--- src/ssev_pkg.sv ---
// Shared types, constants and command codes for the sprite scanline evaluator.
package ssev_pkg;

  localparam int STORE_SPRITES_DEF = 64;
  localparam int MAX_PER_LINE_DEF  = 8;
  localparam int SPRITE_HEIGHT_DEF = 8;

  localparam logic [7:0] UNUSED_BYTE = 8'hFF;

  localparam logic MODE_LOAD = 1'b0;
  localparam logic MODE_EVAL = 1'b1;

  typedef struct packed {
    logic       mode;
    logic [7:0] oam_byte;
    logic [7:0] scanline;
  } ssev_in_t;

  typedef struct packed {
    logic [2:0] slot;
    logic       found;
    logic [7:0] sprite_y;
    logic [7:0] sprite_tile;
    logic [7:0] sprite_attr;
    logic [7:0] sprite_x;
    logic [3:0] sprite_count;
    logic       last;
  } ssev_out_t;

  typedef enum logic [2:0] {
    ST_IDLE,
    ST_SCAN,
    ST_F1,
    ST_F2,
    ST_F3,
    ST_EMIT
  } ssev_state_t;

  typedef enum logic [2:0] {
    OP_NONE,
    OP_LOAD,
    OP_INIT,
    OP_SCAN,
    OP_F1,
    OP_F2,
    OP_F3,
    OP_EMIT
  } ssev_op_t;

  typedef struct packed {
    ssev_op_t op;
  } ssev_cmd_t;

  typedef struct packed {
    logic scan_done;
    logic hit;
    logic emit_last;
  } ssev_stat_t;

endpackage

--- src/ssev_ctrl.sv ---
// Controller state machine that sequences loads, the entry scan and slot output.
module ssev_ctrl (
  input  logic              clk,
  input  logic              rst_n,
  input  logic              start,
  input  logic              mode,
  input  ssev_pkg::ssev_stat_t stat,
  output ssev_pkg::ssev_cmd_t  cmd,
  output logic              busy
);

  ssev_pkg::ssev_state_t state_r, state_nxt;

  always_ff @(posedge clk) begin
    if (!rst_n) begin
      state_r <= ssev_pkg::ST_IDLE;
    end else begin
      state_r <= state_nxt;
    end
  end

  always_comb begin
    state_nxt = state_r;
    cmd.op    = ssev_pkg::OP_NONE;
    busy      = (state_r != ssev_pkg::ST_IDLE);
    case (state_r)
      ssev_pkg::ST_IDLE: begin
        if (start) begin
          if (mode == ssev_pkg::MODE_LOAD) begin
            cmd.op = ssev_pkg::OP_LOAD;
          end else begin
            cmd.op    = ssev_pkg::OP_INIT;
            state_nxt = ssev_pkg::ST_SCAN;
          end
        end
      end
      ssev_pkg::ST_SCAN: begin
        if (stat.scan_done) begin
          state_nxt = ssev_pkg::ST_EMIT;
        end else begin
          cmd.op = ssev_pkg::OP_SCAN;
          if (stat.hit) begin
            state_nxt = ssev_pkg::ST_F1;
          end
        end
      end
      ssev_pkg::ST_F1: begin
        cmd.op    = ssev_pkg::OP_F1;
        state_nxt = ssev_pkg::ST_F2;
      end
      ssev_pkg::ST_F2: begin
        cmd.op    = ssev_pkg::OP_F2;
        state_nxt = ssev_pkg::ST_F3;
      end
      ssev_pkg::ST_F3: begin
        cmd.op    = ssev_pkg::OP_F3;
        state_nxt = ssev_pkg::ST_SCAN;
      end
      ssev_pkg::ST_EMIT: begin
        cmd.op = ssev_pkg::OP_EMIT;
        if (stat.emit_last) begin
          state_nxt = ssev_pkg::ST_IDLE;
        end
      end
      default: begin
        state_nxt = ssev_pkg::ST_IDLE;
      end
    endcase
  end

endmodule

--- src/ssev_dp.sv ---
// Datapath with the attribute store, scan counters, selected slots and result register.
module ssev_dp #(
  parameter int STORE_SPRITES = ssev_pkg::STORE_SPRITES_DEF,
  parameter int MAX_PER_LINE  = ssev_pkg::MAX_PER_LINE_DEF,
  parameter int SPRITE_HEIGHT = ssev_pkg::SPRITE_HEIGHT_DEF
) (
  input  logic                 clk,
  input  logic                 rst_n,
  input  ssev_pkg::ssev_in_t   in_word,
  input  ssev_pkg::ssev_cmd_t  cmd,
  output ssev_pkg::ssev_stat_t stat,
  output logic                 out_valid,
  output ssev_pkg::ssev_out_t  out_word
);

  localparam int EW   = $clog2(STORE_SPRITES + 1);
  localparam int CNTW = $clog2(MAX_PER_LINE + 1);
  localparam int SW   = (MAX_PER_LINE > 1) ? $clog2(MAX_PER_LINE) : 1;

  logic [7:0] store_r [256];
  logic [7:0] rdata_r;
  logic [7:0] rd_addr;
  logic [7:0] wp_r, wp_nxt;

  logic [7:0]      line_r, line_nxt;
  logic [EW-1:0]   issue_r, issue_nxt;
  logic [EW-1:0]   pend_entry_r, pend_entry_nxt;
  logic            pend_valid_r, pend_valid_nxt;
  logic [CNTW-1:0] count_r, count_nxt;
  logic [SW-1:0]   slot_r, slot_nxt;

  logic [7:0] sel_r [MAX_PER_LINE][4];
  logic       sel_we;
  logic [1:0] sel_byte;

  logic                out_valid_r, out_valid_nxt;
  ssev_pkg::ssev_out_t out_res_r, out_res_nxt;

  logic [7:0] pend_base;
  logic [7:0] issue_base;
  logic [7:0] diff;
  logic       y_ok;
  logic       hit;
  logic       found;
  logic [SW-1:0] wr_idx;

  assign pend_base  = 8'({pend_entry_r, 2'b00});
  assign issue_base = 8'({issue_r, 2'b00});
  assign diff       = line_r - rdata_r;
  assign y_ok       = (rdata_r <= line_r) && ({1'b0, diff} < 9'(SPRITE_HEIGHT));
  assign hit        = pend_valid_r && y_ok;
  assign wr_idx     = SW'(count_r);
  assign found      = (CNTW'(slot_r) < count_r);

  assign stat.hit       = hit;
  assign stat.scan_done = (count_r == CNTW'(MAX_PER_LINE)) ||
                          (!pend_valid_r && (issue_r == EW'(STORE_SPRITES)));
  assign stat.emit_last = (slot_r == SW'(MAX_PER_LINE - 1));

  always_ff @(posedge clk) begin
    if ((cmd.op == ssev_pkg::OP_LOAD)) begin
      store_r[wp_r] <= in_word.oam_byte;
    end
    rdata_r <= store_r[rd_addr];
  end

  always_ff @(posedge clk) begin
    if (sel_we) begin
      sel_r[wr_idx][sel_byte] <= rdata_r;
    end
  end

  always_comb begin
    wp_nxt         = wp_r;
    line_nxt       = line_r;
    issue_nxt      = issue_r;
    pend_entry_nxt = pend_entry_r;
    pend_valid_nxt = pend_valid_r;
    count_nxt      = count_r;
    slot_nxt       = slot_r;
    rd_addr        = issue_base;
    sel_we         = 1'b0;
    sel_byte       = 2'd0;
    out_valid_nxt  = 1'b0;
    out_res_nxt    = out_res_r;
    case (cmd.op)
      ssev_pkg::OP_LOAD: begin
        wp_nxt = wp_r + 8'd1;
      end
      ssev_pkg::OP_INIT: begin
        line_nxt       = in_word.scanline;
        issue_nxt      = '0;
        pend_valid_nxt = 1'b0;
        count_nxt      = '0;
        slot_nxt       = '0;
      end
      ssev_pkg::OP_SCAN: begin
        if (hit) begin
          sel_we         = 1'b1;
          sel_byte       = 2'd0;
          rd_addr        = pend_base | 8'd1;
          pend_valid_nxt = 1'b0;
          issue_nxt      = pend_entry_r + EW'(1);
        end else if (issue_r < EW'(STORE_SPRITES)) begin
          rd_addr        = issue_base;
          pend_valid_nxt = 1'b1;
          pend_entry_nxt = issue_r;
          issue_nxt      = issue_r + EW'(1);
        end else begin
          pend_valid_nxt = 1'b0;
        end
      end
      ssev_pkg::OP_F1: begin
        sel_we   = 1'b1;
        sel_byte = 2'd1;
        rd_addr  = pend_base | 8'd2;
      end
      ssev_pkg::OP_F2: begin
        sel_we   = 1'b1;
        sel_byte = 2'd2;
        rd_addr  = pend_base | 8'd3;
      end
      ssev_pkg::OP_F3: begin
        sel_we    = 1'b1;
        sel_byte  = 2'd3;
        count_nxt = count_r + CNTW'(1);
      end
      ssev_pkg::OP_EMIT: begin
        out_valid_nxt            = 1'b1;
        out_res_nxt.slot         = 3'(slot_r);
        out_res_nxt.found        = found;
        out_res_nxt.sprite_y     = found ? sel_r[slot_r][0] : ssev_pkg::UNUSED_BYTE;
        out_res_nxt.sprite_tile  = found ? sel_r[slot_r][1] : ssev_pkg::UNUSED_BYTE;
        out_res_nxt.sprite_attr  = found ? sel_r[slot_r][2] : ssev_pkg::UNUSED_BYTE;
        out_res_nxt.sprite_x     = found ? sel_r[slot_r][3] : ssev_pkg::UNUSED_BYTE;
        out_res_nxt.sprite_count = (32'(count_r) > 32'd15) ? 4'd15 : 4'(count_r);
        out_res_nxt.last         = stat.emit_last;
        slot_nxt                 = slot_r + SW'(1);
      end
      default: begin
      end
    endcase
  end

  always_ff @(posedge clk) begin
    if (!rst_n) begin
      wp_r         <= '0;
      pend_valid_r <= 1'b0;
      out_valid_r  <= 1'b0;
      count_r      <= '0;
      slot_r       <= '0;
      issue_r      <= '0;
    end else begin
      wp_r         <= wp_nxt;
      pend_valid_r <= pend_valid_nxt;
      out_valid_r  <= out_valid_nxt;
      count_r      <= count_nxt;
      slot_r       <= slot_nxt;
      issue_r      <= issue_nxt;
    end
  end

  always_ff @(posedge clk) begin
    line_r       <= line_nxt;
    pend_entry_r <= pend_entry_nxt;
    out_res_r    <= out_res_nxt;
  end

  assign out_valid = out_valid_r;
  assign out_word  = out_res_r;

  a_count_bound: assert property (@(posedge clk) disable iff (!rst_n)
    count_r <= CNTW'(MAX_PER_LINE))
    else $error("selected sprite count exceeds slot capacity");

  a_count_step: assert property (@(posedge clk) disable iff (!rst_n)
    (cmd.op == ssev_pkg::OP_F3) |=> (count_r == CNTW'($past(count_r) + CNTW'(1))))
    else $error("sprite count did not advance after the last byte fetch");

  a_found_count: assert property (@(posedge clk) disable iff (!rst_n)
    (out_valid_r && out_res_r.found) |-> (out_res_r.sprite_count != 4'd0))
    else $error("found slot reported with zero sprite count");

  a_pend_range: assert property (@(posedge clk) disable iff (!rst_n)
    pend_valid_r |-> (pend_entry_r < EW'(STORE_SPRITES)))
    else $error("pending entry index out of range");

endmodule

--- src/sprite_scanline_evaluator_top.sv ---
// Load word: written at the accepting edge; busy stays low, so loads can follow every cycle.
// Evaluate word: busy through the entry scan and the slot output, with the scan held while a
// selected sprite's remaining bytes are fetched in states F1, F2 and F3.
// Scan reads one entry per cycle save during byte fetches; slot words follow one per cycle,
// the last one registered as busy falls; each is valid for one cycle (receiver cannot stall).
// Reset clears the write pointer and control state; the store is undefined until loaded.
module sprite_scanline_evaluator_top #(
  parameter int STORE_SPRITES = ssev_pkg::STORE_SPRITES_DEF,
  parameter int MAX_PER_LINE  = ssev_pkg::MAX_PER_LINE_DEF,
  parameter int SPRITE_HEIGHT = ssev_pkg::SPRITE_HEIGHT_DEF
) (
  input  logic                clk,
  input  logic                rst_n,
  input  logic                start,
  output logic                busy,
  input  ssev_pkg::ssev_in_t  in_word,
  output logic                out_valid,
  output ssev_pkg::ssev_out_t out_word
);

  ssev_pkg::ssev_cmd_t  cmd;
  ssev_pkg::ssev_stat_t stat;

  ssev_ctrl u_ctrl (
    .clk   (clk),
    .rst_n (rst_n),
    .start (start),
    .mode  (in_word.mode),
    .stat  (stat),
    .cmd   (cmd),
    .busy  (busy)
  );

  ssev_dp #(
    .STORE_SPRITES (STORE_SPRITES),
    .MAX_PER_LINE  (MAX_PER_LINE),
    .SPRITE_HEIGHT (SPRITE_HEIGHT)
  ) u_dp (
    .clk       (clk),
    .rst_n     (rst_n),
    .in_word   (in_word),
    .cmd       (cmd),
    .stat      (stat),
    .out_valid (out_valid),
    .out_word  (out_word)
  );

endmodule
--- config.mk ---
export PLATFORM = sky130hd
export DESIGN_NAME = sprite_scanline_evaluator_top
export DESIGN_NICKNAME = d
export VERILOG_FILES = /design/src/ssev_pkg.sv /design/src/ssev_ctrl.sv /design/src/ssev_dp.sv /design/src/sprite_scanline_evaluator_top.sv
export SDC_FILE = /design/constraint.sdc
export NUM_CORES = 2
export LEC_CHECK = 0
export BUFFER_PORTS_ARGS = -buffer_cell sky130_fd_sc_hd__buf_2
export CAP_MARGIN = 10
export CORE_ASPECT_RATIO = 1.1
export CORE_MARGIN = 5
export CORE_UTILIZATION = 30
export CTS_CLUSTER_DIAMETER = 80
export DETAILED_ROUTE_END_ITERATION = 10
export GPL_ROUTABILITY_DRIVEN = 0
export PLACE_DENSITY = 0.43
export SLEW_MARGIN = 20
export SYNTH_ARGS = -nofsm -noshare
export SYNTH_HDL_FRONTEND = slang
export SYNTH_HIERARCHICAL = 1
export SYNTH_SLANG_ARGS = --single-unit
--- constraint.sdc ---
create_clock -name clk -period 10.9 [get_ports clk]
set_clock_uncertainty 0.15 [all_clocks]
set_input_delay 1.635 -clock clk [delete_from_list [all_inputs] [get_ports clk]]
set_output_delay 1.635 -clock clk [all_outputs]
set_load 0.05 [all_outputs]
==> impl_summary.log <==
INFO  metric grt_overflow = 0
INFO  metric cts_tree = built
INFO  metric coreArea = 314,600 um2
INFO  metric kind_of_cell_adding_the_most_delay_to_the_critical_path = compound AO/OA/AOI/OAI gates
INFO  metric dr.pass1.iters = 8
INFO  metric critPathMaxStageDelay = 0.97 ns
INFO  metric cts.reportedPaths.clkPinSlew = 0.06 ns
INFO  metric placement.io_buffers = 62
INFO  metric row_count = 216
INFO  metric grt_usage = 0.1782
INFO  metric final_net_count = 6,172
INFO  metric setup.worst_path.start_class = register
INFO  metric drt_iter0_drc = 5,258
INFO  metric number_of_enable_type_register_cells_in_the_synthesized_netlist = 2,360
INFO  metric final.period_utilization = 0.7358
INFO  metric area_growth_syn_to_layout = 14.72%
INFO  metric cts_sinks = 2,395
INFO  metric worstPathRequired = 11.54 ns
INFO  metric post_cts_hold_buffer_count = 0
INFO  metric finalWorstPathRequiredPeriod = 8.021 ns
INFO  metric share_of_flip_flops_with_an_asynchronous_set_or_reset_after_synthesis = 0
INFO  metric io_pins = 63
INFO  metric postRouteWirelength = 301.2 mm
INFO  metric min_path_type = register to register
INFO  metric vias_per_cell = 5.272
INFO  metric synth-warning-count = 6
INFO  metric crit_path_max_fanout = 35
INFO  metric ctsHtreeMaxLevel = 5
INFO  metric initial_antenna_violation_count = 15
INFO  metric cp_common_cell = sky130_fd_sc_hd__buf_4
INFO  metric post_cts_buffers = 0
INFO  metric pre_cts_ws = 2.848 ns
INFO  metric first_global_vias = 54,500
INFO  metric finalSetupViolCount = 0
INFO  metric timing_worst_slew_pin_value = 1.360 ns
INFO  metric total_clock_buffers_created_by_cts = 275
INFO  metric cts-root-buf = sky130_fd_sc_hd__clkbuf_16
INFO  metric timing.final.ws_setup = 2.879 ns
INFO  metric post_route_cells_drive_above_1_share = 0.1231
INFO  metric drv.max_cap_violation_count = 0
INFO  metric max-slew-margin-rel = 0.09345
INFO  metric worst-path-buf-inv = 4
INFO  metric drc_errors = 0
INFO  metric initial_utilization = 0.3009
INFO  metric drv_slew = 0
INFO  metric place_hpwl = 181.2 mm
INFO  metric synth_sequential_area_ratio = 0.7560
INFO  metric synth.cell_area = 94,660 um2
INFO  metric postSynthCellCount = 6,075
INFO  metric yosys_register_bits = 2,395
INFO  metric timing_limited_maximum_frequency = 0.1247 GHz
INFO  metric number_of_hold_slack_violations_in_the_final_timing_report = 0
INFO  metric vdd_ir_drop_max = 0.0001033 V
INFO  metric power_density = 182.1 nW/um2
INFO  metric wl_per_cell = 28.72 um
INFO  metric fp.dieArea = 326,900 um2
INFO  metric post_synth.cell_area_avg = 15.58 um2
INFO  metric worstSkewPairLatency = 0.88 ns
INFO  metric timing.critical_path.arrival = 8.66 ns
INFO  metric run_status = finished, final reports clean
INFO  metric p_leak = 33.21 nW
INFO  metric route.vias.total = 55,280
INFO  metric grt_pass1_wl = 425.6 mm
INFO  metric cpMaxStageDelayCell = sky130_fd_sc_hd__a2111oi_0
INFO  metric rsz0062_at_grt = false
INFO  metric clockBufferDepth = 4
INFO  metric dominantRegCellSynth = sky130_fd_sc_hd__edfxtp_1
INFO  metric layout_common_cells = sky130_fd_sc_hd__edfxtp_1, sky130_fd_sc_hd__nand2_1, sky130_fd_sc_hd__nor2_1, sky130_fd_sc_hd__clkbuf_16, sky130_fd_sc_hd__mux2i_1
INFO  metric leading_cell_type_in_the_layout_fill_and_taps_excluded = sky130_fd_sc_hd__edfxtp_1
INFO  metric filler_cell_count = 30,170
INFO  metric crit_path_cell_trace = inv_1, ha_1, a32o_1, o21ai_0, a22o_1, nor2b_1, nand2_1, or3_1, o31ai_4, buf_4, mux2i_4, buf_4, buf_4, nor2_1, nand2_2, o22ai_1, a2111oi_0, a311oi_1, o22ai_1
INFO  metric die_w = 545.6 um
INFO  metric synth.net_count = 6,116
INFO  metric timing.setup.critical_path_class = register to register
INFO  metric die_y = 599.2 um
INFO  metric largest_net_degree_at_the_start_of_global_routing = 167
INFO  metric finalSetupTns = 0 ns
INFO  metric distinct_cells_synth = 81
INFO  metric setup.worst_path.end_class = register
INFO  metric detail-route-antenna-nets = 0
INFO  metric cts-resized-gates = 0
INFO  metric ff2ff_setup_slack = 2.88 ns
==> worst paths after layout <==
path,start,to,cells past startpoint
setup / recovery,u_dp/count_r[0],u_dp/rdata_r[1],19
hold reg to reg,u_dp/pend_valid_r,u_dp/pend_valid_r,2
setup reg to reg,u_dp/count_r[0],u_dp/rdata_r[1],19
hold / removal,u_dp/pend_valid_r,u_dp/pend_valid_r,2
==> tightest hold or removal path: stages, from the launching register on <==
cell	delay [ns]
sky130_fd_sc_hd__dfxtp_1	0.34
sky130_fd_sc_hd__nand2_1	0.07
sky130_fd_sc_hd__a21boi_0	0.07
==> metal layers <==
layer	vias up	GRT usage	part of all wire
met3	409	0.02606	0.055
met4	0	0.05276	0.030
met5	-	0	0
met2	1743	0.2951	0.48
li1	24020	-	-
met1	29110	0.2442	0.44
==> area by class of cell <==
class                           count  area, um2  share of cell area
Antenna cell                        1      2.502          0.00002304
Clock buffer                      332       7189             0.06620
Clock inverter                    156       1498             0.01379
Inverter                           28      105.1           0.0009678
Multi-Input combinational cell   3232      21410              0.1972
Sequential cell                  2395      71570              0.6591
Tap cell                         4142       5182             0.04772
Timing Repair Buffer              199       1632             0.01502
==> stage by stage <==
stage	total power (W)	utilization	cells	hold slack, ns	area [um2]
final	0.01977	0.3452	10490	0.3782	108600
after global routing	0.02044	0.3452	10490	0.4070	108600
after CTS	0.02001	0.3452	10480	0.3817	108600
after detailed placement	0.01102	0.3176	9996	0.3737	99900
after global placement	0.01102	0.3175	9996	0.3629	99880
after floorplan	0.01064	-	6075	0.2564	94660
==> power by group <==
group / switching [W] / internal (W)
clock: 0.00380 / 0.00515
sequential: 0.0000104 / 0.0102
combinational: 0.000507 / 0.000153
total: 0.00432 / 0.0155
==> cell families (layout without fill, tap and decap cells) <==
kind of cell    count (synthesis)  after routing  share of synthesized area
compound gates               1115           1115                    0.08332
other cells                     0              1                          0
flops                        2395           2395                     0.7560
fa+ha+maj                      21             21                   0.002776
simple gates                 1715           1715                    0.08152
mux                           371            371                    0.05464
xor+xnor                       10             10                  0.0009253
buf+inv                       448            715                    0.02079
==> flip-flops by register name (all words and copies together), names as in the netlist <==
register           count
u_ctrl/state_r         3
u_dp/count_r           4
u_dp/issue_r           7
u_dp/line_r            8
u_dp/out_valid         1
u_dp/out_word         41
u_dp/pend_entry_r      7
u_dp/pend_valid_r      1
u_dp/rdata_r           8
u_dp/sel_r           256
u_dp/slot_r            3
u_dp/store_r        2048
u_dp/wp_r              8
==> cell usage after synthesis (5+ instances only) <==
library cell / n / area, um2
sky130_fd_sc_hd__a41o_1: 10 / 100.1
sky130_fd_sc_hd__buf_1: 58 / 217.7
sky130_fd_sc_hd__or3_1: 5 / 31.28
sky130_fd_sc_hd__nor4_1: 59 / 369.1
sky130_fd_sc_hd__o221ai_1: 211 / 1848
sky130_fd_sc_hd__nor3_1: 46 / 230.2
sky130_fd_sc_hd__o31ai_1: 8 / 60.06
sky130_fd_sc_hd__a21oi_1: 212 / 1061
sky130_fd_sc_hd__buf_2: 70 / 350.3
sky130_fd_sc_hd__dfxtp_1: 35 / 700.7
sky130_fd_sc_hd__o2111ai_1: 12 / 105.1
sky130_fd_sc_hd__nor2_1: 322 / 1209
sky130_fd_sc_hd__buf_4: 29 / 217.7
sky130_fd_sc_hd__nand2b_1: 23 / 143.9
sky130_fd_sc_hd__buf_6: 9 / 101.4
sky130_fd_sc_hd__nand4_1: 33 / 206.5
sky130_fd_sc_hd__and3_1: 26 / 162.7
sky130_fd_sc_hd__inv_1: 26 / 97.59
sky130_fd_sc_hd__a31oi_1: 96 / 600.6
sky130_fd_sc_hd__a2111oi_2: 5 / 75.07
sky130_fd_sc_hd__o21ai_1: 9 / 45.04
sky130_fd_sc_hd__o22ai_1: 93 / 581.8
sky130_fd_sc_hd__and2_1: 14 / 87.58
sky130_fd_sc_hd__a211oi_1: 210 / 1577
sky130_fd_sc_hd__clkbuf_1: 252 / 945.9
sky130_fd_sc_hd__mux4_2: 115 / 2590
sky130_fd_sc_hd__mux2_2: 13 / 146.4
sky130_fd_sc_hd__o211ai_1: 17 / 127.6
sky130_fd_sc_hd__nand3_1: 228 / 1141
sky130_fd_sc_hd__edfxtp_1: 2360 / 70870
sky130_fd_sc_hd__mux2i_1: 242 / 2422
sky130_fd_sc_hd__xnor2_1: 7 / 61.31
sky130_fd_sc_hd__o21ai_0: 103 / 515.5
sky130_fd_sc_hd__o32ai_1: 10 / 87.58
sky130_fd_sc_hd__a22oi_1: 13 / 97.59
sky130_fd_sc_hd__a2111oi_0: 17 / 148.9
sky130_fd_sc_hd__nor3_2: 5 / 50.05
sky130_fd_sc_hd__nor2b_1: 158 / 988.5
sky130_fd_sc_hd__a311oi_1: 48 / 420.4
sky130_fd_sc_hd__a32oi_1: 5 / 43.79
sky130_fd_sc_hd__nand2_1: 769 / 2887
sky130_fd_sc_hd__ha_1: 21 / 262.8
sky130_fd_sc_hd__a21boi_0: 11 / 82.58
No activity file was read; power rests on OpenSTA's default activity.
